===== src/hdl/afrd_pkg.sv =====
// shared types and constants of the api frame receive deframer
`default_nettype none

package afrd_pkg;

    localparam int FRAME_BYTES_DEF   = 128;
    localparam int PAYLOAD_BYTES_DEF = 64;

    localparam int BYTE_W  = 8;
    localparam int LEN_W   = 16;
    localparam int POS_W   = 7;
    localparam int GW_W    = 64;
    localparam int GW_BYTES = 8;
    localparam int GWCNT_W = 4;
    localparam int TDATA_W = 72;
    localparam int TUSER_W = 4;

    localparam logic [BYTE_W-1:0] START_BYTE      = 8'h7E;
    localparam logic [BYTE_W-1:0] TYPE_STATUS     = 8'd139;
    localparam logic [BYTE_W-1:0] TYPE_ROUTE      = 8'd161;
    localparam logic [BYTE_W-1:0] DATA_TYPE_RESET = 8'd144;
    localparam logic [BYTE_W-1:0] SUM_GOOD        = 8'hFF;
    localparam logic [POS_W-1:0]  PAYLOAD_POS     = 7'd12;

    typedef enum logic [2:0] {
        VERDICT_BAD_START = 3'd0,
        VERDICT_ACCEPTED  = 3'd1,
        VERDICT_CHECKSUM  = 3'd2,
        VERDICT_STATUS    = 3'd3,
        VERDICT_OTHER     = 3'd4,
        VERDICT_TOO_LONG  = 3'd5
    } verdict_t;

    typedef enum logic [1:0] {
        PH_HUNT   = 2'd0,
        PH_LEN_HI = 2'd1,
        PH_LEN_LO = 2'd2,
        PH_DATA   = 2'd3
    } phase_t;

    typedef enum logic [2:0] {
        SEQ_IDLE     = 3'd0,
        SEQ_GW_RD    = 3'd1,
        SEQ_GW_WAIT  = 3'd2,
        SEQ_LEN_RD   = 3'd3,
        SEQ_LEN_WAIT = 3'd4,
        SEQ_PL_RD    = 3'd5,
        SEQ_PL_WAIT  = 3'd6
    } seq_t;

endpackage

`default_nettype wire


===== src/hdl/api_frame_receive_deframer_top.sv =====
// top level of the api frame receive deframer
//
// s_axis carries received serial bytes, one per request, in tdata[7:0].
// frames are 0x7e, length high, length low, frame data, checksum. every
// request that ends a frame or breaks the start hunt gives results on m_axis;
// length and data bytes give none. an accepted data frame gives one result per
// payload byte (up to PAYLOAD_BYTES), the last one with tlast; every other
// outcome gives a single result with tlast.
// bytes are taken one per cycle while a frame streams in. after an accepted
// checksum byte the sequencer works from the frame store through the single
// read port, a read state and a wait state per read: eight reads latch the
// gateway address if its top half is zero, one the payload length, one per byte.
// input is blocked during that replay. the result register lets a new byte in
// while a result waits, except for bytes that may themselves give a result.
// a stalled receiver holds the result register and the sequencer's result waits.
// cfg_wr_en writes the data frame type; write only while the block is idle.
// reset returns to start hunting, clears the gateway address and sets the data
// frame type to 144. the frame store needs no clearing: only bytes of the
// current frame are read.
`default_nettype none

module api_frame_receive_deframer_top #(
    parameter int FRAME_BYTES   = afrd_pkg::FRAME_BYTES_DEF,
    parameter int PAYLOAD_BYTES = afrd_pkg::PAYLOAD_BYTES_DEF
) (
    input  wire logic                         clk,
    input  wire logic                         rst_n,
    input  wire logic                         cfg_wr_en,
    input  wire logic [afrd_pkg::BYTE_W-1:0]  cfg_wr_data,
    input  wire logic                         s_axis_tvalid,
    output logic                              s_axis_tready,
    input  wire logic [afrd_pkg::BYTE_W-1:0]  s_axis_tdata,   // rx_byte
    output logic                              m_axis_tvalid,
    input  wire logic                         m_axis_tready,
    output logic [afrd_pkg::TDATA_W-1:0]      m_axis_tdata,   // payload_byte, gateway_address
    output logic [afrd_pkg::TUSER_W-1:0]      m_axis_tuser,   // verdict, byte_valid
    output logic                              m_axis_tlast
);

    import afrd_pkg::*;

    localparam int ADDR_W = $clog2(FRAME_BYTES);
    localparam int CNT_W  = $clog2(PAYLOAD_BYTES + 1);

    logic [BYTE_W-1:0] dtype_reg;

    phase_t            phase_reg, phase_next;
    seq_t              seq_reg, seq_next;
    logic [LEN_W-1:0]  flen_reg, flen_next;
    logic [LEN_W-1:0]  bcount_reg, bcount_next;
    logic [BYTE_W-1:0] sum_reg, sum_next;
    logic [BYTE_W-1:0] ftype_reg, ftype_next;
    logic [GW_W-1:0]   gw_reg, gw_next;
    logic [GWCNT_W-1:0] gwcnt_reg, gwcnt_next;
    logic [CNT_W-1:0]  idx_reg, idx_next;
    logic [CNT_W-1:0]  n_reg, n_next;
    logic              rd_ok_reg, rd_ok_next;

    logic              out_valid_reg, out_valid_next;
    verdict_t          out_verdict_reg, out_verdict_next;
    logic [BYTE_W-1:0] out_byte_reg, out_byte_next;
    logic              out_bvalid_reg, out_bvalid_next;
    logic              out_last_reg, out_last_next;

    logic              in_fire;
    logic              out_free;
    logic              frame_end;
    logic [BYTE_W-1:0] sum_add;
    logic [BYTE_W-1:0] frame_type;
    logic              too_long;
    verdict_t          verdict;
    logic [POS_W-1:0]  rd_pos;
    logic              rd_en;
    logic              ram_we;
    logic [BYTE_W-1:0] ram_rdata;
    logic [BYTE_W-1:0] rd_byte;
    logic [CNT_W-1:0]  n_cap;
    logic              pl_last;

    assign in_fire   = s_axis_tvalid && s_axis_tready;
    assign out_free  = !out_valid_reg || m_axis_tready;
    assign frame_end = (phase_reg == PH_DATA) && !(bcount_reg < flen_reg);
    assign sum_add   = sum_reg + s_axis_tdata;
    assign frame_type = (flen_reg == '0) ? '0 : ftype_reg;
    assign too_long  = {1'b0, flen_reg} >= (LEN_W + 1)'(FRAME_BYTES);

    always_comb
    begin
        if (sum_add != SUM_GOOD)
        begin
            verdict = VERDICT_CHECKSUM;
        end
        else if (too_long)
        begin
            verdict = VERDICT_TOO_LONG;
        end
        else if (frame_type == TYPE_STATUS || frame_type == TYPE_ROUTE)
        begin
            verdict = VERDICT_STATUS;
        end
        else if (frame_type == dtype_reg)
        begin
            verdict = VERDICT_ACCEPTED;
        end
        else
        begin
            verdict = VERDICT_OTHER;
        end
    end

    // store reads: zero past the end of the frame data
    assign rd_byte = rd_ok_reg ? ram_rdata : '0;
    assign n_cap   = (rd_byte > BYTE_W'(PAYLOAD_BYTES)) ? CNT_W'(PAYLOAD_BYTES)
                                                        : CNT_W'(rd_byte);
    assign pl_last = (idx_reg + CNT_W'(1)) == n_reg;

    always_comb
    begin
        unique case (seq_reg)
            SEQ_GW_RD:
            begin
                rd_en  = 1'b1;
                rd_pos = POS_W'(gwcnt_reg);
            end
            SEQ_LEN_RD:
            begin
                rd_en  = 1'b1;
                rd_pos = PAYLOAD_POS;
            end
            SEQ_PL_RD:
            begin
                rd_en  = 1'b1;
                rd_pos = PAYLOAD_POS + POS_W'(idx_reg);
            end
            default:
            begin
                rd_en  = 1'b0;
                rd_pos = '0;
            end
        endcase
    end

    assign rd_ok_next = rd_en ? (LEN_W'(rd_pos) < flen_reg) : rd_ok_reg;

    assign ram_we = in_fire && (phase_reg == PH_DATA) && (bcount_reg < flen_reg)
                    && ({1'b0, bcount_reg} < (LEN_W + 1)'(FRAME_BYTES));

    afrd_ram #(
        .WIDTH (BYTE_W),
        .DEPTH (FRAME_BYTES)
    ) u_store (
        .clk   (clk),
        .we    (ram_we),
        .waddr (ADDR_W'(bcount_reg)),
        .wdata (s_axis_tdata),
        .re    (rd_en),
        .raddr (ADDR_W'(rd_pos)),
        .rdata (ram_rdata)
    );

    always_comb
    begin
        s_axis_tready = 1'b0;
        if (seq_reg == SEQ_IDLE)
        begin
            if (phase_reg == PH_LEN_HI || phase_reg == PH_LEN_LO)
            begin
                s_axis_tready = 1'b1;
            end
            else if (phase_reg == PH_DATA && !frame_end)
            begin
                s_axis_tready = 1'b1;
            end
            else
            begin
                s_axis_tready = out_free;
            end
        end
    end

    // sequencer next state
    always_comb
    begin
        seq_next = seq_reg;
        unique case (seq_reg)
            SEQ_IDLE:
            begin
                if (in_fire && frame_end && verdict == VERDICT_ACCEPTED)
                begin
                    seq_next = (gw_reg[GW_W-1:GW_W/2] == '0) ? SEQ_GW_RD : SEQ_LEN_RD;
                end
            end
            SEQ_GW_RD:
            begin
                seq_next = SEQ_GW_WAIT;
            end
            SEQ_GW_WAIT:
            begin
                seq_next = (gwcnt_reg == GWCNT_W'(GW_BYTES)) ? SEQ_LEN_RD : SEQ_GW_RD;
            end
            SEQ_LEN_RD:
            begin
                seq_next = SEQ_LEN_WAIT;
            end
            SEQ_LEN_WAIT:
            begin
                if (n_cap != '0)
                begin
                    seq_next = SEQ_PL_RD;
                end
                else if (out_free)
                begin
                    seq_next = SEQ_IDLE;
                end
            end
            SEQ_PL_RD:
            begin
                seq_next = SEQ_PL_WAIT;
            end
            SEQ_PL_WAIT:
            begin
                if (out_free)
                begin
                    seq_next = pl_last ? SEQ_IDLE : SEQ_PL_RD;
                end
            end
            default:
            begin
                seq_next = SEQ_IDLE;
            end
        endcase
    end

    // parser and result datapath
    always_comb
    begin
        phase_next       = phase_reg;
        flen_next        = flen_reg;
        bcount_next      = bcount_reg;
        sum_next         = sum_reg;
        ftype_next       = ftype_reg;
        gw_next          = gw_reg;
        gwcnt_next       = gwcnt_reg;
        idx_next         = idx_reg;
        n_next           = n_reg;
        out_valid_next   = out_valid_reg && !m_axis_tready;
        out_verdict_next = out_verdict_reg;
        out_byte_next    = out_byte_reg;
        out_bvalid_next  = out_bvalid_reg;
        out_last_next    = out_last_reg;

        unique case (seq_reg)
            SEQ_IDLE:
            begin
                if (in_fire)
                begin
                    unique case (phase_reg)
                        PH_HUNT:
                        begin
                            if (s_axis_tdata == START_BYTE)
                            begin
                                phase_next = PH_LEN_HI;
                            end
                            else
                            begin
                                out_valid_next   = 1'b1;
                                out_verdict_next = VERDICT_BAD_START;
                                out_byte_next    = '0;
                                out_bvalid_next  = 1'b0;
                                out_last_next    = 1'b1;
                            end
                        end
                        PH_LEN_HI:
                        begin
                            flen_next  = {s_axis_tdata, flen_reg[BYTE_W-1:0]};
                            phase_next = PH_LEN_LO;
                        end
                        PH_LEN_LO:
                        begin
                            flen_next   = {flen_reg[LEN_W-1:BYTE_W], s_axis_tdata};
                            bcount_next = '0;
                            sum_next    = '0;
                            phase_next  = PH_DATA;
                        end
                        PH_DATA:
                        begin
                            if (!frame_end)
                            begin
                                sum_next    = sum_add;
                                bcount_next = bcount_reg + LEN_W'(1);
                                if (bcount_reg == '0)
                                begin
                                    ftype_next = s_axis_tdata;
                                end
                            end
                            else
                            begin
                                phase_next  = PH_HUNT;
                                bcount_next = '0;
                                sum_next    = '0;
                                gwcnt_next  = GWCNT_W'(1);
                                if (verdict != VERDICT_ACCEPTED)
                                begin
                                    out_valid_next   = 1'b1;
                                    out_verdict_next = verdict;
                                    out_byte_next    = '0;
                                    out_bvalid_next  = 1'b0;
                                    out_last_next    = 1'b1;
                                end
                            end
                        end
                        default:
                        begin
                            phase_next = PH_HUNT;
                        end
                    endcase
                end
            end
            SEQ_GW_WAIT:
            begin
                gw_next    = {gw_reg[GW_W-BYTE_W-1:0], rd_byte};
                gwcnt_next = gwcnt_reg + GWCNT_W'(1);
            end
            SEQ_LEN_WAIT:
            begin
                n_next   = n_cap;
                idx_next = '0;
                if (n_cap == '0 && out_free)
                begin
                    out_valid_next   = 1'b1;
                    out_verdict_next = VERDICT_ACCEPTED;
                    out_byte_next    = '0;
                    out_bvalid_next  = 1'b0;
                    out_last_next    = 1'b1;
                end
            end
            SEQ_PL_WAIT:
            begin
                if (out_free)
                begin
                    out_valid_next   = 1'b1;
                    out_verdict_next = VERDICT_ACCEPTED;
                    out_byte_next    = rd_byte;
                    out_bvalid_next  = 1'b1;
                    out_last_next    = pl_last;
                    idx_next         = idx_reg + CNT_W'(1);
                end
            end
            default:
            begin
                phase_next = phase_reg;
            end
        endcase
    end

    always_ff @(posedge clk or negedge rst_n)
    begin
        if (!rst_n)
        begin
            dtype_reg     <= DATA_TYPE_RESET;
            phase_reg     <= PH_HUNT;
            seq_reg       <= SEQ_IDLE;
            flen_reg      <= '0;
            bcount_reg    <= '0;
            sum_reg       <= '0;
            gw_reg        <= '0;
            gwcnt_reg     <= '0;
            idx_reg       <= '0;
            n_reg         <= '0;
            out_valid_reg <= 1'b0;
        end
        else
        begin
            if (cfg_wr_en)
            begin
                dtype_reg <= cfg_wr_data;
            end
            phase_reg     <= phase_next;
            seq_reg       <= seq_next;
            flen_reg      <= flen_next;
            bcount_reg    <= bcount_next;
            sum_reg       <= sum_next;
            gw_reg        <= gw_next;
            gwcnt_reg     <= gwcnt_next;
            idx_reg       <= idx_next;
            n_reg         <= n_next;
            out_valid_reg <= out_valid_next;
        end
    end

    always_ff @(posedge clk)
    begin
        ftype_reg       <= ftype_next;
        rd_ok_reg       <= rd_ok_next;
        out_verdict_reg <= out_verdict_next;
        out_byte_reg    <= out_byte_next;
        out_bvalid_reg  <= out_bvalid_next;
        out_last_reg    <= out_last_next;
    end

    assign m_axis_tvalid = out_valid_reg;
    assign m_axis_tdata  = {gw_reg, out_byte_reg};
    assign m_axis_tuser  = {out_bvalid_reg, out_verdict_reg};
    assign m_axis_tlast  = out_last_reg;

endmodule

`default_nettype wire


===== src/hdl/afrd_ram.sv =====
// generic single-port-write ram with registered read
`default_nettype none

module afrd_ram #(
    parameter int WIDTH = 8,
    parameter int DEPTH = 128
) (
    input  wire logic                     clk,
    input  wire logic                     we,
    input  wire logic [$clog2(DEPTH)-1:0] waddr,
    input  wire logic [WIDTH-1:0]         wdata,
    input  wire logic                     re,
    input  wire logic [$clog2(DEPTH)-1:0] raddr,
    output logic      [WIDTH-1:0]         rdata
);

    logic [WIDTH-1:0] mem [DEPTH];

    always_ff @(posedge clk)
    begin
        if (we)
        begin
            mem[waddr] <= wdata;
        end
        if (re)
        begin
            rdata <= mem[raddr];
        end
    end

endmodule

`default_nettype wire

===== config.mk =====
export PLATFORM = sky130hd
export DESIGN_NAME = api_frame_receive_deframer_top
export DESIGN_NICKNAME = d
export VERILOG_FILES = /design/src/hdl/afrd_pkg.sv /design/src/hdl/api_frame_receive_deframer_top.sv /design/src/hdl/afrd_ram.sv
export SDC_FILE = /design/constraint.sdc
export NUM_CORES = 1
export LEC_CHECK = 0
export BUFFER_PORTS_ARGS = -buffer_cell sky130_fd_sc_hd__buf_2
export CAP_MARGIN = 20
export CORE_UTILIZATION = 45
export CTS_BUF_LIST = sky130_fd_sc_hd__clkbuf_4 sky130_fd_sc_hd__clkbuf_8
export DETAILED_ROUTE_END_ITERATION = 8
export PLACE_DENSITY = 0.69
export SYNTH_ARGS = -nofsm -noshare
export SYNTH_HDL_FRONTEND = slang
export SYNTH_HIERARCHICAL = 1
export SYNTH_SLANG_ARGS = --single-unit

===== constraint.sdc =====
create_clock -name clk -period 6.9 [get_ports clk]
set_clock_uncertainty 0.15 [all_clocks]
set_input_delay 2.07 -clock clk [delete_from_list [all_inputs] [get_ports clk]]
set_output_delay 2.07 -clock clk [all_outputs]
set_load 0.05 [all_outputs]

== Yosys cells after proc, flatten, opt, wreduce, memory -nomap -nowiden ==
Memories as Yosys holds them, arrays and structs flattened. A register that Yosys moved wholly into a read port is not among the register bits.
Cells that the tools add are included.

* Bits of input ports: 21
* Register bits: 158
* Output and inout port bits: 79
* Memories: 1
* Memory bits (writable): 1024

{| class="wikitable"
|+ Memory list
! name !! words !! width !! rd ports !! clocked after memory_dff !! wr ports !! RTL line !! source
|-
| u_store.mem || 128 || 8 || 1 || 1 || 1 || afrd_ram.sv:17 || <nowiki>logic [WIDTH-1:0] mem [DEPTH];</nowiki>
|}

* Add/sub/neg operators: 5
* Equality and inequality tests: 31
* Bitwise gates (word level): 3
* Order comparisons: 5
* Reductions and logical operators: 38
* Multiplexer cells: 76

{| class="wikitable"
|+ Operators with widths
! cell !! number
|-
| $mux 8 || 9
|-
| $pmux 16 s2 || 2
|-
| $mux 3 || 15
|-
| $logic_not 16->1 || 2
|-
| $logic_not 32->1 || 1
|-
| $pmux 8 s2 || 2
|-
| $mux 1 || 24
|-
| $pmux 8 s3 || 1
|-
| $pmux 3 s7 || 1
|-
| $pmux 7 s3 || 1
|-
| $add 16x1->16 const B || 1
|-
| $eq 8x8->1 const B || 2
|-
| $ge 16x8->1 const B || 1
|-
| $lt 16x16->1 || 1
|-
| $lt 16x8->1 const B || 1
|-
| $lt 7x16->1 || 1
|-
| $mux 16 || 1
|-
| $reduce_and 4->1 || 4
|-
| $mux 7 || 2
|-
| $ne 2x2->1 const B || 7
|-
| $pmux 7 s2 || 1
|-
| $mux 4 || 3
|-
| $logic_and 1x1->1 || 10
|-
| $eq 3x3->1 const B || 3
|-
| 39 further kinds || 62
|}

== Depth between registers and ports, before layout ==
Gate-level depths: netlist (run 1).

* Word-level depth: 14
* Gate-level depth with buffers: 13
* Gate-level depth less buffers: 11

== By module ==
Netlist (run 1), hierarchy kept.

{| class="wikitable"
|+ By module, submodules not included
! module !! cells each !! area each (µm²) !! times used !! sequential area each (µm²)
|-
| afrd_ram || 1635 || 39745.6 || 1 || 30989.7
|-
| api_frame_receive_deframer_top || 880 || 8085.3 || 1 || 4066.4
|}

== Worst setup path before layout (run 1) ==
Ideal clock, no wire load.

* Path type: input-to-output
* Start point: input port m_axis_tready
* End point: output port s_axis_tready
* Stages on the path: 4
* Slack: 1026 ps
* Data arrival time: 3654 ps
* Cell sequence: nand2b_1 -> clkbuf_1 -> nor2_1 -> a21boi_0

* Longest elaborated chain between the ends: 4

{| class="wikitable"
|+ Ends and longest elaborated chain
! what !! RTL line !! source
|-
| start: declaration || api_frame_receive_deframer_top.sv:34 || <nowiki>input wire logic m_axis_tready,</nowiki>
|-
| $logic_or 1x1->1 || api_frame_receive_deframer_top.sv:81 || <nowiki>assign out_free = !out_valid_reg || m_axis_tready;</nowiki>
|-
| $mux 1 || api_frame_receive_deframer_top.sv:170 || <nowiki>else if (phase_reg == PH_DATA && !frame_end)</nowiki>
|-
| $mux 1 || api_frame_receive_deframer_top.sv:166 || <nowiki>if (phase_reg == PH_LEN_HI || phase_reg == PH_LEN_LO)</nowiki>
|-
| $mux 1 || api_frame_receive_deframer_top.sv:164 || <nowiki>if (seq_reg == SEQ_IDLE)</nowiki>
|-
| end: declaration || api_frame_receive_deframer_top.sv:31 || <nowiki>output logic s_axis_tready,</nowiki>
|}

No other way between the ends.

== Final worst setup path (run 1) ==
* Start point: register bcount_reg[5]
* End point: output port s_axis_tready

* Longest elaborated chain between the ends: 8

{| class="wikitable"
|+ Ends and longest elaborated chain
! what !! RTL line !! source
|-
| start: declaration || api_frame_receive_deframer_top.sv:50 || <nowiki>logic [LEN_W-1:0] bcount_reg, bcount_next;</nowiki>
|-
| start signal: assignment || api_frame_receive_deframer_top.sv:381 || <nowiki>bcount_reg <= bcount_next;</nowiki>
|-
| $lt 16x16->1 || api_frame_receive_deframer_top.sv:82 || <nowiki>assign frame_end = (phase_reg == PH_DATA) && !(bcount_reg < flen_reg);</nowiki>
|-
| $logic_not 1->1 || api_frame_receive_deframer_top.sv:82 ||
|-
| $logic_and 1x1->1 || api_frame_receive_deframer_top.sv:82 ||
|-
| $logic_not 1->1 || -- ||
|-
| $logic_and 1x1->1 || api_frame_receive_deframer_top.sv:170 ||
|-
| $mux 1 || api_frame_receive_deframer_top.sv:170 ||
|-
| $mux 1 || api_frame_receive_deframer_top.sv:166 ||
|-
| $mux 1 || api_frame_receive_deframer_top.sv:164 ||
|}

No other way between the ends.

==> results of run 1 <==
-- per-layer routing --
layer / up-vias / global-route usage
li1: 10500 / -
met1: 13200 / 0.302
met4: 2 / 0.0639
met3: 184 / 0.0469
met2: 1352 / 0.328
met5: - / 0
-- kinds of logic (layout without fill, tap and decap cells) --
group,after synthesis,after routing,share of synthesized area
xor gates and xnor gates,33,33,0.00604
DFF,1190,1190,0.733
muxes,349,349,0.161
AOI/OAI and AO/OA,154,154,0.0196
buffers and inverters,163,532,0.0148
other,0,2,0
and+or+nand+nor,586,586,0.0549
adders and majority gates,40,40,0.0106
-- cells in the final DEF (no fill, tap or decap), types with 20 or more instances in the layout --
master and n:
sky130_fd_sc_hd__nor2_1 168, sky130_fd_sc_hd__buf_2 94, sky130_fd_sc_hd__mux4_2 336, sky130_fd_sc_hd__dfrtp_1 134, sky130_fd_sc_hd__o21ai_0 73, sky130_fd_sc_hd__clkbuf_4 38, sky130_fd_sc_hd__clkinv_1 49, sky130_fd_sc_hd__ha_1 39
sky130_fd_sc_hd__buf_4 57, sky130_fd_sc_hd__edfxtp_1 1054, sky130_fd_sc_hd__nand2_1 264, sky130_fd_sc_hd__clkbuf_8 187, sky130_fd_sc_hd__xnor2_1 23, sky130_fd_sc_hd__nor3_1 22, sky130_fd_sc_hd__inv_1 41, sky130_fd_sc_hd__nand3_1 20
sky130_fd_sc_hd__clkinv_2 33, sky130_fd_sc_hd__a21oi_1 25
-- metrics by stage --
stage | power, mW | instance area [µm²]
after floorplan | 8.81 | 47800
after global placement | 9.19 | 50100
after detailed placement | 9.23 | 50100
after CTS | 14.8 | 53600
after global routing | 15.3 | 53700
final | 14.7 | 53700
-- cell type report --
class,instances,area [µm²]
inverter,41,154
clock inverter,105,669
timing repair buffer,161,1080
fill,8198,51600
tap,1391,1740
sequential,1190,35100
multi-input combinational,1162,12100
antenna,2,5.00
clock buffer,225,2860
-- how the worst min path moves through the flow --
stage	startpoint	slack [ps]	depth (start not counted)	endpoint
floorplan	sum_reg[0]	300	2	sum_reg[0]
global placement	gw_reg[14]	320	2	gw_reg[22]
detailed placement	gw_reg[8]	320	2	gw_reg[16]
CTS	gw_reg[8]	320	2	gw_reg[16]
global route	sum_reg[3]	380	1	sum_reg[3]
finish	gw_reg[8]	340	2	gw_reg[16]
-- worst max-delay path, stage by stage (launching register included) --
cell	delay, ps
sky130_fd_sc_hd__dfrtp_1	780
sky130_fd_sc_hd__ha_1	370
sky130_fd_sc_hd__a21oi_1	170
sky130_fd_sc_hd__o21ai_1	100
sky130_fd_sc_hd__a2bb2oi_2	170
sky130_fd_sc_hd__o211ai_2	250
sky130_fd_sc_hd__a21boi_0	310
sky130_fd_sc_hd__buf_2	330
-- power groups by stage --
stage / Combinational, mW / Clock [mW] / Sequential, mW
after floorplan: 0.542 / 0 / 8.27
after global placement: 0.982 / 0 / 8.21
after detailed placement: 1.01 / 0 / 8.22
after CTS: 1.02 / 5.76 / 8.07
after global routing: 1.11 / 6.06 / 8.08
final: 1.03 / 5.64 / 8.07
==> metrics.md, run 1 <==
| Metric | Value |
|---|---|
| Top-level I/O count | `100` |
| Via/cell ratio | `a little under 6` |
| WL met2 | `between 50000 and 60000 µm` |
| Total global routing track utilization | `0.212` |
| Final WS setup | `around 1300 ps` |
| Initial detailed-routing violation count | `2633` |
| FF+latch count, synth | `1190` |
| Maximum root-to-sink buffer count | `3` |
| Remaining global-route overflow | `0` |
| Class of the tightest hold or removal check | `register to register` |
| First-pass GRT wire length | `around 170000 µm` |
| Antenna Violating Nets Remaining | `0` |
| Total negative slack | `0 ps` |
| Synth Flop Type | `sky130_fd_sc_hd__edfxtp_1` |
| Number of rows created at floorplan | `119` |
| Total instance count after detailed placement | `just under 4000` |
| Net switching fraction of the power | `0.239` |
| Part of the power in registers | `0.548` |
| Mean cell area of the mapped netlist | `around 19 µm²` |
| Top-area cell type share of the netlist area | `0.662` |
| Number of buffers added for setup after CTS | `0` |
| Number of buffers inserted during clock tree synthesis | `between 150 and 200` |
| Root buf cell | `sky130_fd_sc_hd__clkbuf_8` |
| Source of the critical timing path | `bcount_reg[5]` |
| Endpoint of the most critical register-to-register path | `u_store/mem[48][4]` |
| Area growth syn-to-layout | `12.2%` |
| Total DRC errors in the routed layout | `0` |
| Fraction of final layout cells sized beyond drive strength 1 | `0.286` |
| Post-Syn Instances | `~2500` |
| Die width | `between 300 and 400 µm` |
| Area of the die | `0.108 mm²` |
| Syn Nets | `about 2600` |
| HPWL Detailed | `just over 70000 µm` |
| Synth top cells by count | `1054 x sky130_fd_sc_hd__edfxtp_1, 336 x sky130_fd_sc_hd__mux4_2, 265 x sky130_fd_sc_hd__nand2_1, 171 x sky130_fd_sc_hd__nor2_1, 134 x sky130_fd_sc_hd__dfrtp_1` |
| Gates resized, CTS repair | `0` |
| Power density over the cells | `around 270 mW/mm²` |
| Routed metal-1 wire length | `46000 µm` |
| Number of enable flip-flop cells after synthesis | `about 1100` |
| Final Max Tran Viols | `0` |
| First-pass detailed-route iteration total | `5` |
| Highest Clock Rate | `approximately 180 MHz` |
| Leakage power figure | `17.6 nW` |
| TritonCTS clock tree | `done` |
| Largest net degree at the start of global routing | `129` |
| Category of the critical setup timing path | `register to output pin` |
| Max-cap violations | `0` |
| Leading cell type by number of instances after synthesis | `sky130_fd_sc_hd__edfxtp_1` |
| Unrepaired setup endpoints after global routing | `false` |
| Clock latency at the later pin of the worst-skew pair | `about 840 ps` |
| Sequential share of the synthesized area | `0.733` |
| Final wirelength | `113000 µm` |
| Hold-fix buffers, CTS | `0` |
| Clock sink count | `between 1000 and 1500` |
| Met3 routed WL | `10500 µm` |
| Number of global-route vias before repair | `approximately 25000` |
| Top post-synthesis cells by area | `sky130_fd_sc_hd__edfxtp_1 66%, sky130_fd_sc_hd__mux4_2 16%, sky130_fd_sc_hd__dfrtp_1 7.0%` |
| Final hold slack | `339 ps` |
| Netlist area before placement | `roughly 0.048 mm²` |
| Yosys synthesis warning count | `6` |
| P_sw | `roughly 3.5 mW` |
| Run status | `complete, no violations` |
| Final critical path time including I/O delays and setup | `5560 ps` |
| Number of distinct library cell variants in the gate-level netlist after synthesis | `71` |
| Average routed wire per standard cell | `about 26 µm` |
| Top routing layer in use | `met5` |
| Part of the cycle the worst path needs | `0.806` |
| Placeable Area | `approximately 0.11 mm²` |
| Via Count | `25200` |
| Count of non-filler cells in the finished layout | `~4300` |
| Max-Slew Margin vs Limit | `0.247` |
| Clk pwr share | `0.383` |
| Register-to-Register Setup Slack | `about 1600 ps` |
| Worst Path Max Fanout | `14` |
| Critical path data required time | `4680 ps` |
| VDD IR-drop max | `around 0.00014 V` |
| Worst reg2reg path depth | `10` |
| Clock-pin transition on the worst setup and hold timing paths | `roughly 60 ps` |
| Critical path launch point type | `register` |
| H-tree levels | `4` |
| Category of the worst setup path capture point | `output pin` |
| Share of total power in combinational logic | `0.070` |
| Slew @ Worst Pin | `between 1000 and 1500 ps` |
| Reg-to-reg critical path startpoint | `bcount_reg[5]` |
| Die height | `between 300 and 400 µm` |
| Int Power | `11.2 mW` |
| Number of nets in the finished design | `2795` |
| Number of antenna violations at the first check in global routing | `5` |
| Flip-flop count of the largest register after layout | `1024` |
| Arrival time at the worst endpoint | `between 3000 and 4000 ps` |
| Initial cell density of the core | `0.454` |
| Count of endpoints failing setup in the final report | `0` |
| Post-Route Utilization | `0.510` |
| Async set-or-reset flop fraction in the synthesized netlist | `0.114` |
| Post-synthesis cell type with the largest combined area | `sky130_fd_sc_hd__edfxtp_1` |
| Placer Congestion | `between 0.8 and 0.9` |
| Total of buffers placed on input and output ports | `99` |
| Final Hold Vio Count | `0` |
| Setup WS pre-CTS | `around 1400 ps` |
| Capture point of the critical path | `s_axis_tready` |
Power figures use the tool's default switching activity.
==> inputs of run 2 (changes only) <==
--- a/config.mk
+++ b/config.mk
@@ -5,6 +5,7 @@
 export SDC_FILE = /design/constraint.sdc
 export NUM_CORES = 1
 export LEC_CHECK = 0
+export ABC_AREA = 1
 export BUFFER_PORTS_ARGS = -buffer_cell sky130_fd_sc_hd__buf_2
 export CAP_MARGIN = 20
 export CORE_UTILIZATION = 45
==> constraint.sdc (replaced) <==
create_clock -name clk -period 5.4 [get_ports clk]
set_clock_uncertainty 0.15 [all_clocks]
set_input_delay 1.62 -clock clk [delete_from_list [all_inputs] [get_ports clk]]
set_output_delay 1.62 -clock clk [all_outputs]
set_load 0.05 [all_outputs]
==> run 2 against run 1 <==
Routed wire length is 13% higher. Critical path depth up 1. Final cell count grew 48%. First-iteration DRC count grew 32%. Non-clock buffer count grew 14. Critical endpoint unchanged. Largest cell class unchanged.
==> metrics.md, run 2 <==
| Metric | Value |
|---|---|
| Run status | `complete, no violations` |
| TritonCTS clock tree | `done` |
| Critical path launch point type | `register` |
| Remaining global-route overflow | `0 (unchanged)` |
| Top-level I/O count | `100 (unchanged)` |
| Hold-fix buffers, CTS | `0 (unchanged)` |
| Slew @ Worst Pin | `1110 ps (-12.6 ps)` |
| Area occupied by multi-input gates | `0.0135 mm² (+12%)` |
| VDD IR-drop max | `0.000227 V (+60%)` |
| Clock latency at the later pin of the worst-skew pair | `880 ps (+40 ps)` |
| Placeable Area | `0.111 mm² (+5.4%)` |
| First-pass GRT wire length | `194000 µm (+16%)` |
| Part of the cycle the worst path needs | `0.868` |
| Post-synthesis cell type with the largest combined area | `sky130_fd_sc_hd__edfxtp_1` |
| Syn Nets | `4631 (+80%)` |
| FF+latch count, synth | `1190 (unchanged)` |
| Flip-flop count of the largest register after layout | `1024 (unchanged)` |
| Max-Slew Margin vs Limit | `0.258 (+0.0112)` |
| Largest net degree at the start of global routing | `217 (+68%)` |
| Leakage power figure | `21.1 nW (+20%)` |
| Via Count | `34700 (+38%)` |
| First-pass detailed-route iteration total | `9 (+4)` |
| Yosys synthesis warning count | `6 (unchanged)` |
| Sequential share of the synthesized area | `0.694 (-0.0387)` |
| Clock sink count | `1190 (unchanged)` |
| Highest Clock Rate | `213 MHz` |
| Total global routing track utilization | `0.225 (+0.0134)` |
| Async set-or-reset flop fraction in the synthesized netlist | `0.114 (unchanged)` |
| Die width | `337 µm (+2.7%)` |
| Category of the worst setup path capture point | `output pin` |
| Setup WS pre-CTS | `607 ps (-774 ps)` |
| Total DRC errors in the routed layout | `0 (unchanged)` |
| Via/cell ratio | `5.50 (-6.7%)` |
| Antenna Violating Nets Remaining | `0 (unchanged)` |
| Reg-to-reg critical path startpoint | `seq_reg[0]` |
| Most common cell after layout, fill and taps aside | `sky130_fd_sc_hd__nand2_1` |
| Number of rows created at floorplan | `122 (+2.5%)` |
| Arrival time at the worst endpoint | `2920 ps (-420 ps)` |
| Mean cell area of the mapped netlist | `11.0 µm² (-42%)` |
| Post-Syn Instances | `4570 (+82%)` |
| Final Max Tran Viols | `0 (unchanged)` |
| Clock-pin transition on the worst setup and hold timing paths | `60 ps (about the same)` |
| Synth Flop Type | `sky130_fd_sc_hd__edfxtp_1` |
| HPWL Detailed | `73400 µm (+3.9%)` |
| Number of distinct library cell variants in the gate-level netlist after synthesis | `51 (-28%)` |
| Average routed wire per standard cell | `20.3 µm (-23%)` |
| Commonest cells after routing, fill and taps aside | `1531 x sky130_fd_sc_hd__nand2_1, 1054 x sky130_fd_sc_hd__edfxtp_1, 976 x sky130_fd_sc_hd__nand3_1, 207 x sky130_fd_sc_hd__nor2_1, 197 x sky130_fd_sc_hd__clkbuf_8` |
| Total negative slack | `0 ps (unchanged)` |
| H-tree levels | `4 (unchanged)` |
| Leading cell type by number of instances after synthesis | `sky130_fd_sc_hd__nand2_1` |
| Number of global-route vias before repair | `33200 (+32%)` |
| Initial detailed-routing violation count | `3478 (+32%)` |
| Number of buffers added for setup after CTS | `0 (unchanged)` |
| Maximum root-to-sink buffer count | `3 (unchanged)` |
| Placer Congestion | `0.876 (+4.2%)` |
| Count of non-filler cells in the finished layout | `6312 (+48%)` |
| Unrepaired setup endpoints after global routing | `false` |
| Final WS setup | `714 ps (-624 ps)` |
| Number of enable flip-flop cells after synthesis | `1054 (unchanged)` |
| Storage element area | `0.0351 mm² (unchanged)` |
| Fraction of final layout cells sized beyond drive strength 1 | `0.108 (-0.178)` |
| Endpoint of the most critical register-to-register path | `u_store/rdata[0]` |
| Critical path data required time | `3630 ps (-1050 ps)` |
| Number of nets in the finished design | `4736 (+69%)` |
| Final hold slack | `344 ps (+5.83 ps)` |
| Die height | `337 µm (+2.7%)` |
| Class of the tightest hold or removal check | `register to register` |
| Gates resized, CTS repair | `0 (unchanged)` |
| Power density over the cells | `345 mW/mm² (+26%)` |
| Register-to-Register Setup Slack | `1210 ps (-380 ps)` |
| Area growth syn-to-layout | `10.9%` |
| Area of the die | `0.114 mm² (+5.5%)` |
| Initial cell density of the core | `0.455 (+0.000672)` |
| Count of endpoints failing setup in the final report | `0 (unchanged)` |
| Worst Path Max Fanout | `4 (-10)` |
| Capture point of the critical path | `s_axis_tready` |
| Number of buffers inserted during clock tree synthesis | `188 (+5.6%)` |
| Post-Route Utilization | `0.505 (-0.00524)` |
| Number of antenna violations at the first check in global routing | `2 (-3)` |
| Final wirelength | `128000 µm (+13%)` |
| Number of filler cells placed in the layout | `9661 (+18%)` |
| Netlist area before placement | `0.0505 mm² (+5.6%)` |
| Total instance count after detailed placement | `5970 (+52%)` |
| Final Hold Vio Count | `0 (unchanged)` |
| Max-cap violations | `0 (unchanged)` |
| Source of the critical timing path | `flen_reg[9]` |
| Total of buffers placed on input and output ports | `99 (unchanged)` |
| Final critical path time including I/O delays and setup | `between 4000 and 5000 ps` |
| Total power draw | `19.3 mW (+31%)` |
| Final Cell Area | `0.0560 mm² (+4.3%)` |
| Top-area cell type share of the netlist area | `0.627 (-0.0350)` |
| Placed cell area | `0.0522 mm² (+4.2%)` |
| Worst reg2reg path depth | `16 (+6)` |
| Root buf cell | `sky130_fd_sc_hd__clkbuf_8` |
| Top post-synthesis cells by area | `sky130_fd_sc_hd__edfxtp_1 63%, sky130_fd_sc_hd__nand2_1 11%, sky130_fd_sc_hd__nand3_1 9.7%` |
| Category of the critical setup timing path | `register to output pin` |
| Synth top cells by count | `1531 x sky130_fd_sc_hd__nand2_1, 1054 x sky130_fd_sc_hd__edfxtp_1, 976 x sky130_fd_sc_hd__nand3_1, 208 x sky130_fd_sc_hd__nor2_1, 134 x sky130_fd_sc_hd__dfrtp_1` |
run 2: layer usage:
| layer | part of all wire | routed length [µm] | global-route usage |
|---|---|---|---|
| met1 | 0.41 | 53000 | 0.308 |
| met2 | 0.46 | 59200 | 0.357 |
| met3 | 0.094 | 12100 | 0.0433 |
| met4 | 0.029 | 3730 | 0.0865 |
| met5 | 0.00010 | 13 | 0 |
run 2: area by class of cell:
cell class / count / area share
clock inverter: 77 / 0.0103
timing repair buffer: 175 / 0.0232
clock buffer: 256 / 0.0563
antenna: 6 / 0.000268
sequential: 1190 / 0.626
inverter: 128 / 0.00918
multi-input combinational: 2992 / 0.242
tap: 1488 / 0.0332
run 2: worst min path at each step:
stage | slack (ps) | cells after the start | end | start
6_report | 340 | 2 | gw_reg[8] | gw_reg[8]
5_1_grt | 370 | 2 | gw_reg[8] | gw_reg[8]
4_1_cts | 350 | 2 | gw_reg[8] | gw_reg[8]
3_5_place_dp | 330 | 2 | sum_reg[0] | sum_reg[0]
3_3_place_gp | 330 | 2 | gw_reg[28] | gw_reg[28]
2_1_floorplan | 300 | 2 | sum_reg[3] | sum_reg[3]
run 2: cell families after synthesis:
family          after synthesis  share of synthesized area
fa+ha+maj                    40                     0.0101
xor+xnor                     25                    0.00434
buf+inv                     388                     0.0393
flops                      1190                      0.694
simple gates               2789                      0.236
compound gates              138                     0.0162
run 2: worst max-delay path, stage by stage (launching register included):
cell                      delay (ps)
sky130_fd_sc_hd__dfrtp_1         460
sky130_fd_sc_hd__inv_1            70
sky130_fd_sc_hd__ha_1            310
sky130_fd_sc_hd__a21oi_1         140
sky130_fd_sc_hd__o21ai_0         110
sky130_fd_sc_hd__a21oi_2         290
sky130_fd_sc_hd__nand3_4         130
sky130_fd_sc_hd__a21oi_1         240
sky130_fd_sc_hd__buf_2           300
run 2: power breakdown:
part           total [mW]  switching, mW  internal (mW)
clock                7.60           3.51           4.09
sequential           10.4          0.157           10.2
combinational        1.37           1.01          0.360
total                19.3           4.67           14.7
